$ cat src/hw/rtl/pwmp_pkg.sv
// Shared types and constants for the peer-wire message parser.
// Used by pwmp_parse, pwmp_skid and peer_wire_message_parser; no dependencies.
`timescale 1ns / 1ps
`default_nettype none

package pwmp_pkg;

	localparam int unsigned PEER_ID_BYTES_DEF = 20;
	localparam int unsigned HANDSHAKE_SEEN    = 5;
	localparam int unsigned PIECE_OVERHEAD    = 9;

	localparam logic [31:0] PIECE_FIXED_BYTES = 32'(PIECE_OVERHEAD - 1);

	localparam logic [17:0] MAX_BLOCK_RESET = 18'd16384;
	localparam logic [17:0] MAX_BLOCK_LIMIT = 18'd131072;
	localparam logic [17:0] MAX_BLOCK_FLOOR = 18'd1;

	// Message ids
	localparam logic [7:0] ID_CHOKE      = 8'd0;
	localparam logic [7:0] ID_UNCHOKE    = 8'd1;
	localparam logic [7:0] ID_INTERESTED = 8'd2;
	localparam logic [7:0] ID_NOTINT     = 8'd3;
	localparam logic [7:0] ID_HAVE       = 8'd4;
	localparam logic [7:0] ID_BITFIELD   = 8'd5;
	localparam logic [7:0] ID_REQUEST    = 8'd6;
	localparam logic [7:0] ID_PIECE      = 8'd7;
	localparam logic [7:0] ID_CANCEL     = 8'd8;
	localparam logic [7:0] ID_PORT       = 8'd9;

	// Fixed field bytes per message type
	localparam logic [3:0] LEN_BYTES       = 4'd4;
	localparam logic [3:0] HAVE_BYTES      = 4'd4;
	localparam logic [3:0] PORT_BYTES      = 4'd2;
	localparam logic [3:0] INDEX_BYTES     = 4'd4;
	localparam logic [3:0] PIECE_HDR_BYTES = 4'd8;
	localparam logic [3:0] REQUEST_BYTES   = 4'd12;

	typedef enum logic [2:0] {
		PH_LEN,
		PH_ID,
		PH_FIELDS,
		PH_STREAM,
		PH_SKIP
	} phase_t;

	typedef enum logic [3:0] {
		KIND_KEEPALIVE,
		KIND_CHOKE,
		KIND_UNCHOKE,
		KIND_INTERESTED,
		KIND_NOTINT,
		KIND_HAVE,
		KIND_BITFIELD_BYTE,
		KIND_REQUEST,
		KIND_PIECE_HDR,
		KIND_PIECE_BYTE,
		KIND_CANCEL,
		KIND_PORT,
		KIND_OVERSIZE,
		KIND_UNKNOWN_ID,
		KIND_MALFORMED
	} kind_t;

	typedef struct packed {
		kind_t       kind;
		logic [31:0] piece_index;
		logic [31:0] block_begin;
		logic [17:0] block_length;
		logic [7:0]  data_byte;
		logic        last;
	} result_t;

endpackage

`default_nettype wire

$ cat src/hw/rtl/pwmp_parse.sv
// Message deframing state machine: consumes one byte per transfer and forms
// at most one result. Depends on pwmp_pkg.
`timescale 1ns / 1ps
`default_nettype none

module pwmp_parse import pwmp_pkg::*; #(
	parameter int unsigned PEER_ID_BYTES = PEER_ID_BYTES_DEF
) (
	input  wire logic        clk,
	input  wire logic        arst_n,
	input  wire logic        consume,
	input  wire logic [7:0]  byte_in,
	input  wire logic [17:0] max_block,
	output logic             res_valid,
	output result_t          res
);

	localparam logic [31:0] TAIL_BYTES = 32'(PEER_ID_BYTES - HANDSHAKE_SEEN);

	phase_t      phase_q, phase_d;
	logic [31:0] remaining_q, remaining_d;
	logic [7:0]  msg_id_q, msg_id_d;
	logic [31:0] shift_q, shift_d;
	logic [31:0] index_q, index_d;
	logic [31:0] begin_q, begin_d;
	logic [3:0]  cnt_q, cnt_d;

	logic [31:0] shift_nx;
	logic [3:0]  cnt_nx;
	logic [31:0] rem_dec;
	logic        rem_done;
	logic [3:0]  need;
	logic        too_short;
	logic        oversize;
	logic [17:0] req_len;
	logic        simple_id;
	logic        unknown_id;

	assign shift_nx   = {shift_q[23:0], byte_in};
	assign cnt_nx     = cnt_q + 4'd1;
	assign rem_dec    = remaining_q - 32'd1;
	assign rem_done   = (rem_dec == 32'd0);
	assign simple_id  = (byte_in <= ID_NOTINT);
	assign unknown_id = (byte_in > ID_PORT);

	always_comb begin
		case (byte_in)
			ID_HAVE:  need = HAVE_BYTES;
			ID_PIECE: need = PIECE_HDR_BYTES;
			ID_PORT:  need = PORT_BYTES;
			default:  need = REQUEST_BYTES;
		endcase
	end

	assign too_short = (rem_dec < {28'd0, need});
	// only meaningful once the piece header is known to fit
	assign oversize  = ((rem_dec - PIECE_FIXED_BYTES) > {14'd0, max_block});
	assign req_len   = (shift_nx > {14'd0, max_block}) ? max_block : shift_nx[17:0];

	// Next state
	always_comb begin
		phase_d     = phase_q;
		remaining_d = remaining_q;
		msg_id_d    = msg_id_q;
		shift_d     = shift_q;
		index_d     = index_q;
		begin_d     = begin_q;
		cnt_d       = cnt_q;
		if (consume) begin
			case (phase_q)
				PH_LEN: begin
					shift_d = shift_nx;
					cnt_d   = cnt_nx;
					if (cnt_nx == LEN_BYTES) begin
						cnt_d       = 4'd0;
						remaining_d = shift_nx;
						shift_d     = 32'd0;
						if (shift_nx != 32'd0) phase_d = PH_ID;
					end
				end
				PH_ID: begin
					msg_id_d    = byte_in;
					remaining_d = rem_dec;
					cnt_d       = 4'd0;
					if (simple_id) begin
						phase_d = rem_done ? PH_LEN : PH_SKIP;
					end else if (unknown_id) begin
						// skip the handshake tail whatever the length said
						remaining_d = TAIL_BYTES;
						phase_d     = (TAIL_BYTES == 32'd0) ? PH_LEN : PH_SKIP;
					end else if (byte_in == ID_BITFIELD) begin
						phase_d = rem_done ? PH_LEN : PH_STREAM;
					end else if (too_short || byte_in == ID_CANCEL || byte_in == ID_PORT ||
							(byte_in == ID_PIECE && oversize)) begin
						phase_d = rem_done ? PH_LEN : PH_SKIP;
					end else begin
						shift_d = 32'd0;
						phase_d = PH_FIELDS;
					end
				end
				PH_FIELDS: begin
					shift_d     = shift_nx;
					cnt_d       = cnt_nx;
					remaining_d = rem_dec;
					if (msg_id_q == ID_HAVE) begin
						if (cnt_nx == HAVE_BYTES) begin
							cnt_d   = 4'd0;
							phase_d = rem_done ? PH_LEN : PH_SKIP;
						end
					end else if (cnt_nx == INDEX_BYTES) begin
						index_d = shift_nx;
					end else if (msg_id_q == ID_PIECE) begin
						if (cnt_nx == PIECE_HDR_BYTES) begin
							begin_d = shift_nx;
							cnt_d   = 4'd0;
							phase_d = rem_done ? PH_LEN : PH_STREAM;
						end
					end else if (cnt_nx == PIECE_HDR_BYTES) begin
						begin_d = shift_nx;
					end else if (cnt_nx == REQUEST_BYTES) begin
						cnt_d   = 4'd0;
						phase_d = rem_done ? PH_LEN : PH_SKIP;
					end
				end
				PH_STREAM, PH_SKIP: begin
					remaining_d = rem_dec;
					if (rem_done) phase_d = PH_LEN;
				end
				default: begin
					phase_d     = PH_LEN;
					remaining_d = 32'd0;
					msg_id_d    = 8'd0;
					shift_d     = 32'd0;
					index_d     = 32'd0;
					begin_d     = 32'd0;
					cnt_d       = 4'd0;
				end
			endcase
		end
	end

	// Result
	always_comb begin
		res_valid        = 1'b0;
		res.kind         = KIND_KEEPALIVE;
		res.piece_index  = 32'd0;
		res.block_begin  = 32'd0;
		res.block_length = 18'd0;
		res.data_byte    = 8'd0;
		res.last         = 1'b1;
		if (consume) begin
			case (phase_q)
				PH_LEN: begin
					res_valid = (cnt_nx == LEN_BYTES) && (shift_nx == 32'd0);
				end
				PH_ID: begin
					res_valid = 1'b1;
					if (simple_id) begin
						case (byte_in)
							ID_CHOKE:      res.kind = KIND_CHOKE;
							ID_UNCHOKE:    res.kind = KIND_UNCHOKE;
							ID_INTERESTED: res.kind = KIND_INTERESTED;
							default:       res.kind = KIND_NOTINT;
						endcase
					end else if (unknown_id) begin
						res.kind = KIND_UNKNOWN_ID;
					end else if (byte_in == ID_BITFIELD) begin
						res_valid = 1'b0;
					end else if (too_short) begin
						res.kind = KIND_MALFORMED;
					end else if (byte_in == ID_CANCEL) begin
						res.kind = KIND_CANCEL;
					end else if (byte_in == ID_PORT) begin
						res.kind = KIND_PORT;
					end else if (byte_in == ID_PIECE && oversize) begin
						res.kind = KIND_OVERSIZE;
					end else begin
						res_valid = 1'b0;
					end
				end
				PH_FIELDS: begin
					if (msg_id_q == ID_HAVE) begin
						res_valid       = (cnt_nx == HAVE_BYTES);
						res.kind        = KIND_HAVE;
						res.piece_index = shift_nx;
					end else if (msg_id_q == ID_PIECE) begin
						res_valid        = (cnt_nx == PIECE_HDR_BYTES);
						res.kind         = KIND_PIECE_HDR;
						res.piece_index  = index_q;
						res.block_begin  = shift_nx;
						res.block_length = rem_dec[17:0];
						res.last         = rem_done;
					end else begin
						res_valid        = (cnt_nx == REQUEST_BYTES);
						res.kind         = KIND_REQUEST;
						res.piece_index  = index_q;
						res.block_begin  = begin_q;
						res.block_length = req_len;
					end
				end
				PH_STREAM: begin
					res_valid     = 1'b1;
					res.kind      = (msg_id_q == ID_BITFIELD) ? KIND_BITFIELD_BYTE
						: KIND_PIECE_BYTE;
					res.data_byte = byte_in;
					res.last      = rem_done;
				end
				default: begin
					res_valid = 1'b0;
				end
			endcase
		end
	end

	always_ff @(posedge clk or negedge arst_n) begin
		if (!arst_n) begin
			phase_q     <= PH_LEN;
			remaining_q <= 32'd0;
			msg_id_q    <= 8'd0;
			shift_q     <= 32'd0;
			index_q     <= 32'd0;
			begin_q     <= 32'd0;
			cnt_q       <= 4'd0;
		end else begin
			phase_q     <= phase_d;
			remaining_q <= remaining_d;
			msg_id_q    <= msg_id_d;
			shift_q     <= shift_d;
			index_q     <= index_d;
			begin_q     <= begin_d;
			cnt_q       <= cnt_d;
		end
	end

	a_len_count: assert property (@(posedge clk) disable iff (!arst_n)
		phase_q == PH_LEN |-> cnt_q < LEN_BYTES)
		else $error("length prefix byte count out of range");

	a_body_left: assert property (@(posedge clk) disable iff (!arst_n)
		(phase_q == PH_STREAM || phase_q == PH_SKIP || phase_q == PH_ID)
			|-> remaining_q != 32'd0)
		else $error("body phase with no bytes left");

	a_fields_id: assert property (@(posedge clk) disable iff (!arst_n)
		phase_q == PH_FIELDS
			|-> (msg_id_q == ID_HAVE || msg_id_q == ID_REQUEST || msg_id_q == ID_PIECE))
		else $error("field collection for a message without fields");

	a_stream_id: assert property (@(posedge clk) disable iff (!arst_n)
		phase_q == PH_STREAM |-> (msg_id_q == ID_BITFIELD || msg_id_q == ID_PIECE))
		else $error("streaming payload of a message without one");

endmodule

`default_nettype wire

$ cat src/hw/rtl/pwmp_skid.sv
// Two-slot result buffer: output register plus skid slot, so the parser
// keeps taking bytes while a result waits. Depends on pwmp_pkg.
`timescale 1ns / 1ps
`default_nettype none

module pwmp_skid import pwmp_pkg::*; (
	input  wire logic    clk,
	input  wire logic    arst_n,
	input  wire logic    push,
	input  wire result_t push_data,
	input  wire logic    out_stall,
	output logic         out_valid,
	output result_t      out_data,
	output logic         full
);

	logic    out_valid_q;
	result_t out_q;
	logic    skid_valid_q;
	result_t skid_q;
	logic    pop;

	assign pop       = out_valid_q && !out_stall;
	assign out_valid = out_valid_q;
	assign out_data  = out_q;
	assign full      = skid_valid_q;

	always_ff @(posedge clk or negedge arst_n) begin
		if (!arst_n) begin
			out_valid_q  <= 1'b0;
			skid_valid_q <= 1'b0;
		end else if (skid_valid_q) begin
			// no push while full; drain skid into output on transfer
			if (pop) begin
				skid_valid_q <= 1'b0;
			end
		end else if (push) begin
			if (!out_valid_q || pop) begin
				out_valid_q <= 1'b1;
			end else begin
				skid_valid_q <= 1'b1;
			end
		end else if (pop) begin
			out_valid_q <= 1'b0;
		end
	end

	always_ff @(posedge clk) begin
		if (skid_valid_q) begin
			if (pop) out_q <= skid_q;
		end else if (push) begin
			if (!out_valid_q || pop) begin
				out_q <= push_data;
			end else begin
				skid_q <= push_data;
			end
		end
	end

endmodule

`default_nettype wire

$ cat src/hw/rtl/peer_wire_message_parser.sv
// Peer-wire message parser: takes one received byte per transfer and deframes
// length-prefixed messages into event, header, payload-byte and error results,
// at most one result per byte. A byte is registered in the input stage, decoded
// combinationally when the parser consumes it, and its result is registered into
// a two-slot output buffer (output register plus skid slot). Throughput is one
// byte per cycle; in_stall rises only when both output slots hold results
// that the consumer has not taken. max_block may be written only while the block
// is idle; 0 acts as 1 and values above 131072 act as 131072. Depends on
// pwmp_pkg, pwmp_parse and pwmp_skid.
`timescale 1ns / 1ps
`default_nettype none

module peer_wire_message_parser import pwmp_pkg::*; #(
	parameter int unsigned PEER_ID_BYTES = PEER_ID_BYTES_DEF
) (
	input  wire logic        clk,
	input  wire logic        arst_n,
	input  wire logic        cfg_wr_en,
	input  wire logic [17:0] cfg_wr_data,
	input  wire logic        in_valid,
	output logic             in_stall,
	input  wire logic [7:0]  rx_byte,
	output logic             out_valid,
	input  wire logic        out_stall,
	output logic [3:0]       kind,
	output logic [31:0]      piece_index,
	output logic [31:0]      block_begin,
	output logic [17:0]      block_length,
	output logic [7:0]       data_byte,
	output logic             last
);

	logic [17:0] max_block_q;
	logic        valid_s1;
	logic [7:0]  byte_s1;
	logic        consume;
	logic        buf_full;
	logic        res_valid;
	result_t     res;
	result_t     out_res;

	always_ff @(posedge clk or negedge arst_n) begin
		if (!arst_n) begin
			max_block_q <= MAX_BLOCK_RESET;
		end else if (cfg_wr_en) begin
			if (cfg_wr_data == 18'd0) begin
				max_block_q <= MAX_BLOCK_FLOOR;
			end else if (cfg_wr_data > MAX_BLOCK_LIMIT) begin
				max_block_q <= MAX_BLOCK_LIMIT;
			end else begin
				max_block_q <= cfg_wr_data;
			end
		end
	end

	// hold the input stage only when the result buffer cannot take more
	assign in_stall = valid_s1 && buf_full;
	assign consume  = valid_s1 && !buf_full;

	always_ff @(posedge clk or negedge arst_n) begin
		if (!arst_n) begin
			valid_s1 <= 1'b0;
		end else if (in_valid && !in_stall) begin
			valid_s1 <= 1'b1;
		end else if (consume) begin
			valid_s1 <= 1'b0;
		end
	end

	always_ff @(posedge clk) begin
		if (in_valid && !in_stall) byte_s1 <= rx_byte;
	end

	pwmp_parse #(
		.PEER_ID_BYTES(PEER_ID_BYTES)
	) u_parse (
		.clk       (clk),
		.arst_n    (arst_n),
		.consume   (consume),
		.byte_in   (byte_s1),
		.max_block (max_block_q),
		.res_valid (res_valid),
		.res       (res)
	);

	pwmp_skid u_skid (
		.clk       (clk),
		.arst_n    (arst_n),
		.push      (res_valid),
		.push_data (res),
		.out_stall (out_stall),
		.out_valid (out_valid),
		.out_data  (out_res),
		.full      (buf_full)
	);

	assign kind         = out_res.kind;
	assign piece_index  = out_res.piece_index;
	assign block_begin  = out_res.block_begin;
	assign block_length = out_res.block_length;
	assign data_byte    = out_res.data_byte;
	assign last         = out_res.last;

endmodule

`default_nettype wire
$ cat config.mk
export PLATFORM = sky130hd
export DESIGN_NAME = peer_wire_message_parser
export DESIGN_NICKNAME = d
export VERILOG_FILES = /design/src/hw/rtl/pwmp_pkg.sv /design/src/hw/rtl/pwmp_parse.sv /design/src/hw/rtl/pwmp_skid.sv /design/src/hw/rtl/peer_wire_message_parser.sv
export SDC_FILE = /design/constraint.sdc
export NUM_CORES = 1
export LEC_CHECK = 0
export BUFFER_PORTS_ARGS = -buffer_cell sky130_fd_sc_hd__buf_2
export CORE_UTILIZATION = 66
export DETAILED_ROUTE_END_ITERATION = 7
export GPL_TIMING_DRIVEN = 0
export PLACE_DENSITY = 0.93
export SLEW_MARGIN = 20
export SYNTH_ARGS = -nofsm -noshare
export SYNTH_HDL_FRONTEND = slang
export SYNTH_SLANG_ARGS = --single-unit
export TNS_END_PERCENT = 100
$ cat constraint.sdc
create_clock -name clk -period 21.8 [get_ports clk]
set_input_delay 4.36 -clock clk [delete_from_list [all_inputs] [get_ports clk]]
set_output_delay 4.36 -clock clk [all_outputs]
set_load 0.02 [all_outputs]
# Yosys cells after proc, flatten, opt, wreduce, memory -nomap -nowiden
# Cells that the tools add are included.
# op_classes
n_reduce_logical,38
n_addsub,3
n_bitwise,5
mux,89
n_eq_ne,35
order_cmp,6
# ops
op,n
$mux W95,5
$mux W32,7
$pmux W32 S2,2
$mux W24,5
$pmux W24 S4,1
$pmux W32 S3,1
$mux W86,1
$mux W82,1
$gt A32 B18 Y1,2
$logic_not A32 Y1,2
$mux W4,15
$mux W18,3
$mux W50,1
$eq A8 B3 Y1 const B,6
$mux W3,15
$mux W36,1
$pmux W4 S3,3
$lt A32 B4 Y1,1
$reduce_bool A32 Y1,1
$sub A32 B1 Y32 const B,1
$sub A32 B4 Y32 const B,1
$mux W1,21
$gt A18 B18 Y1 const B,1
$logic_not A18 Y1,1
other kinds (41),78
# word_totals
ff_bits,354
output_inout_bits,97
input_bits,31
word_cells,200

# Depth between registers and ports, before layout
# Gate-level depths: netlist (run 1).
# logic_depth
depth_word,16
mapped_depth,27
depth_no_buf,23

# Cells and area by module
# From an unflattened synthesis (run 1), not the netlist that was laid out.
# unflattened
hier_cells,1748
hier_area_um2,18317.6
# by_module_without_submodules
mod,area_each_um2,seq_area_each_um2,cells_per_inst,instances
pwmp_parse,10202.3,3378.2,1359,1
pwmp_skid,6972.9,5755.5,308,1
peer_wire_message_parser,1142.3,716.9,81,1

# Least setup slack after synthesis (run 1)
# No wires, ideal clock.
# synth_path
path_kind,register to register
from,reg u_parse.remaining_q[0]
to,"reg u_skid.out_q, in the netlist u_skid.out_data[0], enable pin"
path_stages_with_launch,24
path_buffers,3
t_arrival_ns,9.677
slack_ns,11.530
setup_ns,0.593
t_required_ns,21.207
path_cell_list,dfrtp_1 -> buf_2 -> inv_1 -> ha_1 -> nor3b_1 -> nand4_1 -> xnor2_1 -> or4_1 -> buf_2 -> or2_2 -> clkbuf_1 -> nor3_1 -> xor2_1 -> ha_1 -> nand4_1 -> o221ai_1 -> o221ai_1 -> a31o_2 -> nand4b_1 -> a211o_1 -> nor3_1 -> a311o_1 -> nand2_1 -> a2bb2oi_1
# synth_via
elab_chain_cells,15
word_cells_on_any_way,16
classes_between,add/sub (2); order compare (2); mux (9); reduce/logical (3)
# synth_lines
element,line,rtl
from (decl),pwmp_parse.sv:21,"logic [31:0] remaining_q, remaining_d;"
from (signal assigned),pwmp_parse.sv:226,remaining_q <= remaining_d;
$sub A32 B1 Y32 *,pwmp_parse.sv:41,assign rem_dec = remaining_q - 32'd1;
$sub A32 B4 Y32,pwmp_parse.sv:57,"assign oversize = ((rem_dec - PIECE_FIXED_BYTES) > {14'd0, max_block});"
$gt A32 B18 Y1,pwmp_parse.sv:57,
$logic_and A1 B1 Y1,pwmp_parse.sv:175,end else if (byte_in == ID_PIECE && oversize) begin
$mux W1,pwmp_parse.sv:175,
$mux W1,pwmp_parse.sv:173,end else if (byte_in == ID_PORT) begin
$mux W1,pwmp_parse.sv:171,end else if (byte_in == ID_CANCEL) begin
$mux W1 *,pwmp_parse.sv:169,end else if (too_short) begin
$mux W1 *,pwmp_parse.sv:167,end else if (byte_in == ID_BITFIELD) begin
$mux W1 *,pwmp_parse.sv:165,end else if (unknown_id) begin
$mux W1 *,pwmp_parse.sv:158,if (simple_id) begin
$pmux W1 S4 *,pwmp_parse.sv:152,case (phase_q)
$mux W1 *,pwmp_parse.sv:151,if (consume) begin
$reduce_bool A2 Y1 (no source line) *,--,
$reduce_and A3 Y1 (no source line) *,--,
to (signal assigned),pwmp_skid.sv:50,if (pop) out_q <= skid_q;
to (signal assigned),pwmp_skid.sv:53,out_q <= push_data;
to (decl),pwmp_skid.sv:18,result_t out_q;
# Mark *: on every way between the ends. The rest lies on a longest branch, timed or not.
# A chain may end at the register's enable or synchronous reset.

# Final worst setup path (run 1)
# layout_path
from,reg u_parse.remaining_q[0]
to,"reg u_skid.out_q, in the netlist u_skid.out_data[87], enable pin"
# Same word-level chain as after synthesis.

==> results of run 1 <==
[power by group]
part	internal, mW	switching (mW)	total (mW)
Combinational	0.404	0.830	1.23
Clock	0.378	0.266	0.644
Sequential	0.839	0.0883	0.927
[layout by cell type (no fill, tap or decap), drive strengths merged, types with 37 or more instances in the layout]
master,n
nand2,367
edfxtp,198
o21ai,176
clkbuf,163
dfrtp,155
buf,150
a21oi,101
a21o,87
nor2,73
ha,42
inv,37
[layout make-up]
class / instances / area (um2)
Clock inverter: 15 / 243
Clock buffer: 49 / 978
Timing Repair Buffer: 134 / 806
Sequential cell: 354 / 9850
Inverter: 36 / 135
Multi-Input combinational cell: 1280 / 7490
Buffer: 130 / 546
Fill cell: 1772 / 6400
Tap cell: 341 / 427
[how the worst max path moves through the flow]
stage	from	to	slack [ns]	cells past startpoint
CTS	u_parse.remaining_q[0]	u_skid.out_data[21]	14.12	27
detailed placement	u_parse.remaining_q[0]	u_skid.out_data[83]	14.17	27
floorplan	u_parse.remaining_q[0]	u_skid.out_data[0]	11.53	23
finish	u_parse.remaining_q[0]	u_skid.out_data[87]	13.97	27
global route	u_parse.remaining_q[0]	u_skid.out_data[21]	13.67	27
global placement	u_parse.remaining_q[0]	u_skid.out_data[85]	8.52	23
[worst register-to-register path, cell delays in order, from the launching register on]
cell and delay (ns):
dfrtp_1 0.41, buf_2 0.21, inv_1 0.16, ha_1 0.34
nor3b_1 0.66, nand4_1 0.48, xnor2_1 0.39, or4_1 0.51
buf_2 0.20, or2_2 0.31, clkbuf_1 0.17, nor3_1 0.24
xor2_1 0.11, ha_1 0.33, nand4_1 0.15, o221ai_1 0.18
o221ai_1 0.12, a31o_2 0.24, nand4b_1 0.11, a211o_1 0.20
nor3_1 0.08, a311o_1 0.44, nand2_1 0.17, a2bb2oi_4 0.41
buf_8 0.24, buf_16 0.20, buf_16 0.23, buf_16 0.21
[logic make-up (layout without fill, tap and decap cells)]
group | Yosys count | in the layout | share of synthesized area
flops | 354 | 354 | 0.548
simple gates | 666 | 666 | 0.172
xor+xnor | 41 | 41 | 0.0200
buf+inv | 166 | 364 | 0.0378
fa+ha+maj | 43 | 43 | 0.0298
compound gates | 523 | 523 | 0.188
mux | 7 | 7 | 0.00390
[metrics by stage]
step | instance area [um2] | cells | setup WS, ns | hold WS [ns] | util
after floorplan | 18000 | 1800 | 11.53 | 0.450 | -
after global placement | 19100 | 2268 | 8.52 | 0.461 | 0.709
after detailed placement | 19300 | 2275 | 14.17 | 0.470 | 0.716
after CTS | 20500 | 2339 | 14.12 | 0.485 | 0.762
after global routing | 20500 | 2339 | 13.67 | 0.498 | 0.762
final | 20500 | 2339 | 13.97 | 0.483 | 0.762
[sequential cells by signal, summed over array words and instances, names as in the netlist]
name,flops
u_skid.out_data,95
u_skid.skid_q,95
u_parse.begin_q,32
u_parse.index_q,32
u_parse.remaining_q,32
u_parse.shift_q,24
max_block_q,18
byte_s1,8
u_parse.msg_id_q,8
u_parse.cnt_q,4
u_parse.phase_q,3
u_skid.full,1
u_skid.out_valid,1
valid_s1,1
[per-layer routing]
metal	wire [um]	track usage	up-vias	share of wire
li1	-	-	6897	-
met1	21100	0.538	7673	0.38
met2	25400	0.628	1203	0.46
met3	6460	0.0898	219	0.12
met4	2950	0.192	0	0.053
met5	0	0	-	0
==> metrics, run 1 <==
share of cells above drive strength 1 0.117; Clock Pin Slew Worst Setup and Hold Paths 0.06 ns; period utilization 0.359; Die Y 167 um; Setup TNS 0 ns; drt total wl 55.9 mm; failing checks DRC; Synth Instances 1,800; core area 26,900 um2; GRT Overall Usage 0.402; Synth Warn # 0; critical path class flop to flop; cell family with most CP delay simple AND/OR/NAND/NOR gates; Initial Utilization 0.669; initial DRC count roughly 2.2k; # setup viols final 0; post-synth cell types 75; peak supply drop 0.0000912 V; pin count of the biggest net entering global routing 95; HPWL Detailed 40.0 mm; CTS Root Cell clkbuf_16; worst skew pair latency ~0.55 ns; total number of vias 16.0k; Slowest-stage cell, CP nor3b_1; status complete, but fails checks; clk buf depth 3; hold crit path type flop to flop; I/O pin count 128; largest area contributor in the netlist edfxtp_1; die area 27,900 um2; first-pass detailed-route iteration total 8; FF-to-FF path depth 27; CP most frequent cell buf_16; RSZ-0062 raised after global routing false; top post-synthesis cells by count nand2_1, edfxtp_1, o21ai_0; synth-to-layout area growth 13.8%; count of final max-slew check failures 0; Slew headroom 0.274; NumNets Final 2,044; GR Overflow Total 0; Ant. Diodes 0; Min-Delay Path Depth 2; Max Cap Viol 0; WL per Instance 23.9 um; #FFs+latches synth 354; pin slew with the least headroom to its limit 1.08 ns; Post-Synthesis Mean Instance Area 9.99 um2; share of the synthesized area in the top cell type 0.331; critical path data required time 22.02 ns; initial antenna violation count 0; pwr dens between 100 and 150 nW/um2; DRC 9; r2r endpoint u_skid.out_data[87]; f_max ~0.13 GHz; most numerous cell in the Yosys netlist nand2_1; reg2reg start u_parse.remaining_q[0]; gpl congestion 1.01; Antenna Nets Post-Route 0; hold_buf cts 0; Post-synth top flop edfxtp_1; CP arrival 8.05 ns; CTS buffer count 35; crit path time final just under 8 ns; input/output buffers between 100 and 150; Startpoint Class flop; # Post-CTS Setup Buffers 0; vias in the first global route 14.9k; final hold violations 0; Critical Path Max Stage Delay 0.65 ns; critical path endpoint category flop; Post-synth ARST share 0.441; crit path max fanout 30; Final Skew slightly below 0.03 ns; Net Count, Synth about 1.9k; CTS tree done; flop-to-flop setup slack 13.97 ns; global-route wire length before repair roughly 85 mm; CTS resizes 0; Synth Cell Area between 15,000 and 20,000 um2; number of synthesized flops with an enable pin 198; Leak ~8.4 nW; hold path endpoint u_parse.index_q[26]; post-layout total power 2.81 mW; sequential fraction of the synthesis area 0.548; top post-synthesis cells by area edfxtp_1, dfrtp_1, nand2_1, o21ai_0, a21o_1; H-tree Lvls 2; buffer and inverter count on the worst path 8; Vias/cell 6.84; Die W roughly 170 um; Site Rows 60; beginning of the worst hold path u_parse.index_q[26]; Sink Count 354
No activity file was read; power rests on OpenSTA's default activity.
==> run 2: changes to the inputs <==
- CORE_UTILIZATION: 66 -> 55
- PLACE_DENSITY: 0.93 -> 0.84
- clock period: 21.8 -> 6.8 ns (I/O delays scaled with it)
==> metrics, run 2 (synthesized netlist as in run 1, its figures left out) <==
period utilization 0.974 (+0.615); final worst-path setup slack 0.177 ns (-13.79 ns); Setup TNS 0 ns (unchanged); # setup viols final 0 (unchanged); WL per Instance 22.0 um (-8.2%); Startpoint Class flop; initial DRC count 1,855 (-16%); reg2reg start u_parse.remaining_q[0]; Sink Count 354 (unchanged); crit path max fanout 30 (unchanged); hold crit path type flop to flop; DP Cell Count 2,369 (+4.1%); status finished, final reports clean; Site Rows 65 (+8.3%); I/O pin count 128 (unchanged); global-route wire length before repair 82.2 mm (-3.9%); critical path data required time 7.07 ns (-14.95 ns); Initial Utilization 0.564 (-0.105); fin cells 2,447 (+4.6%); fillers 2,526 (+43%); f_max 0.151 GHz (+18%); total number of vias 15.6k (-2.6%); post-layout total power 9.21 mW (+230%); Ant. Diodes 0 (unchanged); cell family with most CP delay simple AND/OR/NAND/NOR gates; NumNets Final 2,057 (+0.64%); Multi-input gate area 7610 um2 (+1.6%); most common cell after layout, fill and taps aside nand2_1; Die W 183 um (+9.4%); hold slack 0.485 ns (+0.00183 ns); r2r endpoint u_skid.out_data[86]; initial antenna violation count 0 (unchanged); hold_buf cts 0 (unchanged); H-tree Lvls 2 (unchanged); synth-to-layout area growth 16.3%; cells along the critical path buf_2 -> or4_4 -> buf_6 -> or4_4 -> buf_6 -> xnor2_1 -> or3_1 -> clkbuf_1 -> nor3_2 -> xor2_1 -> ha_1 -> a211oi_2 -> o221ai_1 -> o221ai_1 -> a31o_2 -> nand4b_1 -> a211o_1 -> nor3_1 -> a311o_1 -> nand2_4 -> a2bb2oi_4 -> buf_16 -> buf_16 -> buf_16; pwr dens 440 nW/um2 (+220%); buffer and inverter count on the worst path 7 (-1); CTS tree done; Stages on worst setup path 24 (-11%); HPWL Detailed 38.1 mm (-4.9%); GRT Overall Usage 0.319 (-0.0827); clk buf depth 3 (unchanged); Leak 8.58 nW (+1.8%); worst setup path end u_skid.out_data[86]; Final Cell Area 20,900 um2 (+2.2%); register area 9850 um2 (unchanged); Vias/cell 6.37 (-6.9%); Die Y 183 um (+9.4%); CP startpoint u_parse.remaining_q[0]; pin slew with the least headroom to its limit 0.914 ns (-0.164 ns); CP most frequent cell buf_16; critical path endpoint category flop; CTS buffer count 37 (+5.7%); core area 31,900 um2 (+19%); CTS Root Cell clkbuf_16; peak supply drop 0.000263 V (+190%); final design utilization 0.656 (-0.106); CP arrival 6.90 ns (-1.15 ns); GR Overflow Total 0 (unchanged); Slowest-stage cell, CP or4_4; Placement Cell Area 19,400 um2 (+0.60%); Slew headroom 0.391 (+0.116); worst skew pair latency 0.55 ns (about the same); FF-to-FF path depth 24 (-11%); vias in the first global route 14.5k (-2.4%); count of final max-slew check failures 0 (unchanged); Clock Pin Slew Worst Setup and Hold Paths 0.07 ns (about the same); critical path class flop to flop; Final Skew 0.0347 ns (+0.00544 ns); gpl congestion 0.989 (-2.5%); worst slack at placement -0.585 ns (-14.76 ns); first-pass detailed-route iteration total 8 (unchanged); final hold violations 0 (unchanged); Critical Path Max Stage Delay 0.52 ns (-0.13 ns); input/output buffers 127 (unchanged); commonest cells after routing, fill and taps aside nand2_1, edfxtp_1, o21ai_0; flop-to-flop setup slack 0.18 ns (-13.79 ns); DRC 0 (-9); drt total wl 53.7 mm (-3.9%); die area 33,400 um2 (+20%); Antenna Nets Post-Route 0 (unchanged); crit path time final 6.62 ns (-1.21 ns); pin count of the biggest net entering global routing 94 (-1.1%); Max Cap Viol 0 (unchanged); share of cells above drive strength 1 0.133 (+0.0161)
## run 2: changes by cell type in the layout (fill, tap and decap cells not counted), moves of 2 or more
cell       before  now
buf_4           3   14
clkbuf_1      118  114
clkbuf_16      35   41
clkbuf_8        5    0
clkinv_2        4    7
nor3_1         32   29
nor3_2          1    4
nor4_1         30   27
nor4_2          1    3
## run 2: worst min-delay path: cells and delay by family, from the launching register on
family           cells  cell delay, ns
flip-flops           1            0.35
AO/OA/AOI/OAI        1            0.06
AND/OR/NAND/NOR      1            0.05
## run 2: report_power, final
group | switching [mW] | internal (mW)
sequential | 0.265 | 2.69
clock | 0.892 | 1.34
combinational | 2.67 | 1.36
total | 3.83 | 5.38
## run 2: area by class of cell
class,count,share of cell area
Buffer,128,0.0257
Clock buffer,48,0.0503
Clock inverter,19,0.0143
Inverter,36,0.00646
Multi-Input combinational cell,1281,0.364
Sequential cell,354,0.471
Tap cell,435,0.0260
Timing Repair Buffer,146,0.0427
## run 2: worst min path at each step
| stage | slack [ns] | cells after the start | start | end |
|---|---|---|---|---|
| after floorplan | 0.45 | 2 | u_parse.begin_q[0] | u_parse.begin_q[0] |
| after global placement | 0.46 | 2 | u_parse.begin_q[17] | u_parse.begin_q[17] |
| after detailed placement | 0.47 | 2 | u_parse.index_q[6] | u_parse.index_q[6] |
| after CTS | 0.48 | 2 | u_parse.index_q[6] | u_parse.index_q[6] |
| after global routing | 0.50 | 2 | u_parse.begin_q[11] | u_parse.begin_q[11] |
| final | 0.48 | 2 | u_parse.index_q[1] | u_parse.index_q[1] |
## run 2: timing repair
item,in CTS,in global routing
setup endpoints to repair,218,204
gates resized for setup,8,13
gates cloned,0,1
pin swaps,2,6
setup buffers,3,9
## run 2: metal layers
layer,up-vias,global-route usage,share of wire
li1,6910,-,-
met1,7570,0.458,0.41
met2,949,0.483,0.45
met3,147,0.0528,0.10
met4,0,0.135,0.040
met5,-,0,0
==> run 3: changes to the inputs <==
- CORE_UTILIZATION: 55 -> 66
- PLACE_DENSITY: 0.84 -> 0.93
- clock period: 6.8 -> 8.4 ns (I/O delays scaled with it)
==> metrics, run 3 (synthesized netlist as in run 1, its figures left out) <==
status finished, final reports clean; crit path max fanout 52 (+73%); Setup TNS 0 ns (unchanged); # setup viols final 0 (unchanged); CTS buffer count 36 (-2.7%); Sink Count 354 (unchanged); cell family with most CP delay simple AND/OR/NAND/NOR gates; global-route wire length before repair 88.9 mm (+8.2%); die area 27,900 um2 (-16%); crit path time final 7.79 ns (+1.17 ns); worst skew pair latency 0.54 ns (about the same); clk buf depth 3 (unchanged); gpl congestion 0.987 (-0.19%); switching pwr 3.14 mW (-18%); CTS tree done; drt total wl 58.0 mm (+8.0%); critical path data required time 8.61 ns (+1.54 ns); Clock Pin Slew Worst Setup and Hold Paths 0.07 ns (about the same); core area 26,900 um2 (-16%); pin slew with the least headroom to its limit 1.08 ns (+0.170 ns); count of final max-slew check failures 0 (unchanged); commonest cells after routing, fill and taps aside nand2_1, edfxtp_1, o21ai_0; Max Cap Viol 0 (unchanged); internal power component 4.15 mW (-23%); final design utilization 0.761 (+0.105); Site Rows 60 (-7.7%); Slowest-stage cell, CP nor3b_1; DRC 0 (unchanged); Flop pwr share 0.329 (+0.008); hold crit path type flop to flop; GR Overflow Total 0 (unchanged); reg2reg start u_parse.remaining_q[0]; hold_buf cts 0 (unchanged); fin cells 2,342 (-4.3%); input/output buffers 127 (unchanged); CP arrival 8.00 ns (+1.10 ns); initial DRC count 2,377 (+28%); Final Skew 0.0259 ns (-0.00874 ns); CTS resizes 0 (-8); HPWL Detailed 41.5 mm (+9.1%); GRT Overall Usage 0.420 (+0.101); most common cell after layout, fill and taps aside nand2_1; share of cells above drive strength 1 0.120 (-0.0132); hold path endpoint u_parse.index_q[24]; Vias/cell 6.82 (+7.1%); Min-Delay Path Depth 2 (unchanged); beginning of the worst hold path u_parse.index_q[24]; DP Cell Count 2,275 (-4.0%); Leak 8.42 nW (-1.9%); Placement Cell Area 19,300 um2 (-0.58%); register area 9850 um2 (unchanged); Slew headroom 0.271 (-0.120); RSZ-0062 raised after global routing false; Comb power frac 0.444 (+0.007); Antenna Nets Post-Route 0 (unchanged); Critical Path Max Stage Delay 0.72 ns (+0.20 ns); peak supply drop 0.000290 V (+10%); Die Y 167 um (-8.6%); first-pass detailed-route iteration total 7 (-1); fillers 1,794 (-29%); FF-to-FF path depth 24 (unchanged); final hold violations 0 (unchanged); cells along the critical path buf_2 -> inv_1 -> ha_1 -> nor3b_1 -> nand4_1 -> xnor2_1 -> or4_1 -> buf_2 -> or2_2 -> clkbuf_1 -> nor3_1 -> xor2_1 -> ha_1 -> nand4_1 -> o221ai_1 -> o221ai_1 -> a31o_2 -> nand4b_1 -> a211o_1 -> nor3_1 -> a311o_1 -> nand2_1 -> and3_4 -> buf_16; Final Cell Area 20,500 um2 (-2.2%); # Post-CTS Setup Buffers 0 (-3); CTS Root Cell clkbuf_16; I/O pin count 128 (unchanged); Multi-input gate area 7490 um2 (-1.6%); Initial Utilization 0.669 (+0.105); total number of vias 16.0k (+2.5%); critical path endpoint category flop; pin count of the biggest net entering global routing 82 (-13%); critical path class flop to flop; pwr dens 356 nW/um2 (-19%); synth-to-layout area growth 13.7%; WL per Instance 24.8 um (+13%); f_max 0.128 GHz (-15%); switch share 0.430 (+0.0147); r2r endpoint u_skid.skid_q[85]; Die W 167 um (-8.6%); Startpoint Class flop; period utilization 0.928 (-0.0464); H-tree Lvls 2 (unchanged); NumNets Final 2,045 (-0.58%); clock share of power 0.226 (-0.016); flop-to-flop setup slack 0.61 ns (+0.43 ns); hold slack 0.481 ns (-0.00413 ns); buffer and inverter count on the worst path 5 (-2); initial antenna violation count 0 (unchanged); vias in the first global route 15.4k (+6.3%)
-- run 3: how the worst max path moves through the flow --
stage | slack [ns] | end | cells after the start | start
after floorplan | 0.59 | u_skid.out_data[0] | 23 | u_parse.remaining_q[0]
after global placement | -1.70 | u_skid.out_data[52] | 23 | u_parse.remaining_q[0]
after detailed placement | 0.87 | u_skid.skid_q[89] | 24 | u_parse.remaining_q[0]
after CTS | 0.82 | u_skid.skid_q[90] | 24 | u_parse.remaining_q[0]
after global routing | 0.36 | u_skid.skid_q[90] | 24 | u_parse.remaining_q[0]
final | 0.61 | u_skid.skid_q[85] | 24 | u_parse.remaining_q[0]
-- run 3: stage by stage --
stage	setup WS (ns)	power (mW)
after global routing	0.359	7.58
final	0.609	7.29
after global placement	-1.70	5.41
after floorplan	0.593	4.46
after CTS	0.819	7.15
after detailed placement	0.868	5.52
-- run 3: final cells by class --
cell class | count | area share
diodes | 1 | 0.000122
plain buffers | 130 | 0.0267
clock buffers | 39 | 0.0446
clock inverters | 27 | 0.0139
inverters | 36 | 0.00661
multi-input cells | 1280 | 0.366
flip-flops and latches | 354 | 0.482
well taps | 341 | 0.0209
repair buffers | 134 | 0.0395
-- run 3: layer usage --
metal  GRT usage  wire length [um]
met5           0                 0
met4       0.192              2760
met3      0.0957              6650
met2       0.657             26400
met1       0.564             22200
-- run 3: power groups by stage --
stage / Sequential [mW] / Clock [mW] / Combinational [mW]
after CTS: 2.39 / 1.64 / 3.13
final: 2.40 / 1.65 / 3.24
after global routing: 2.42 / 1.70 / 3.46
after detailed placement: 2.42 / 0 / 3.10
after floorplan: 2.51 / 0 / 1.95
after global placement: 2.43 / 0 / 2.97
-- run 3: tightest hold or removal path, cell delays in order (launching register included) --
cell and delay (ns):
dfrtp_1 0.34, nand2_1 0.05, o21ai_0 0.06
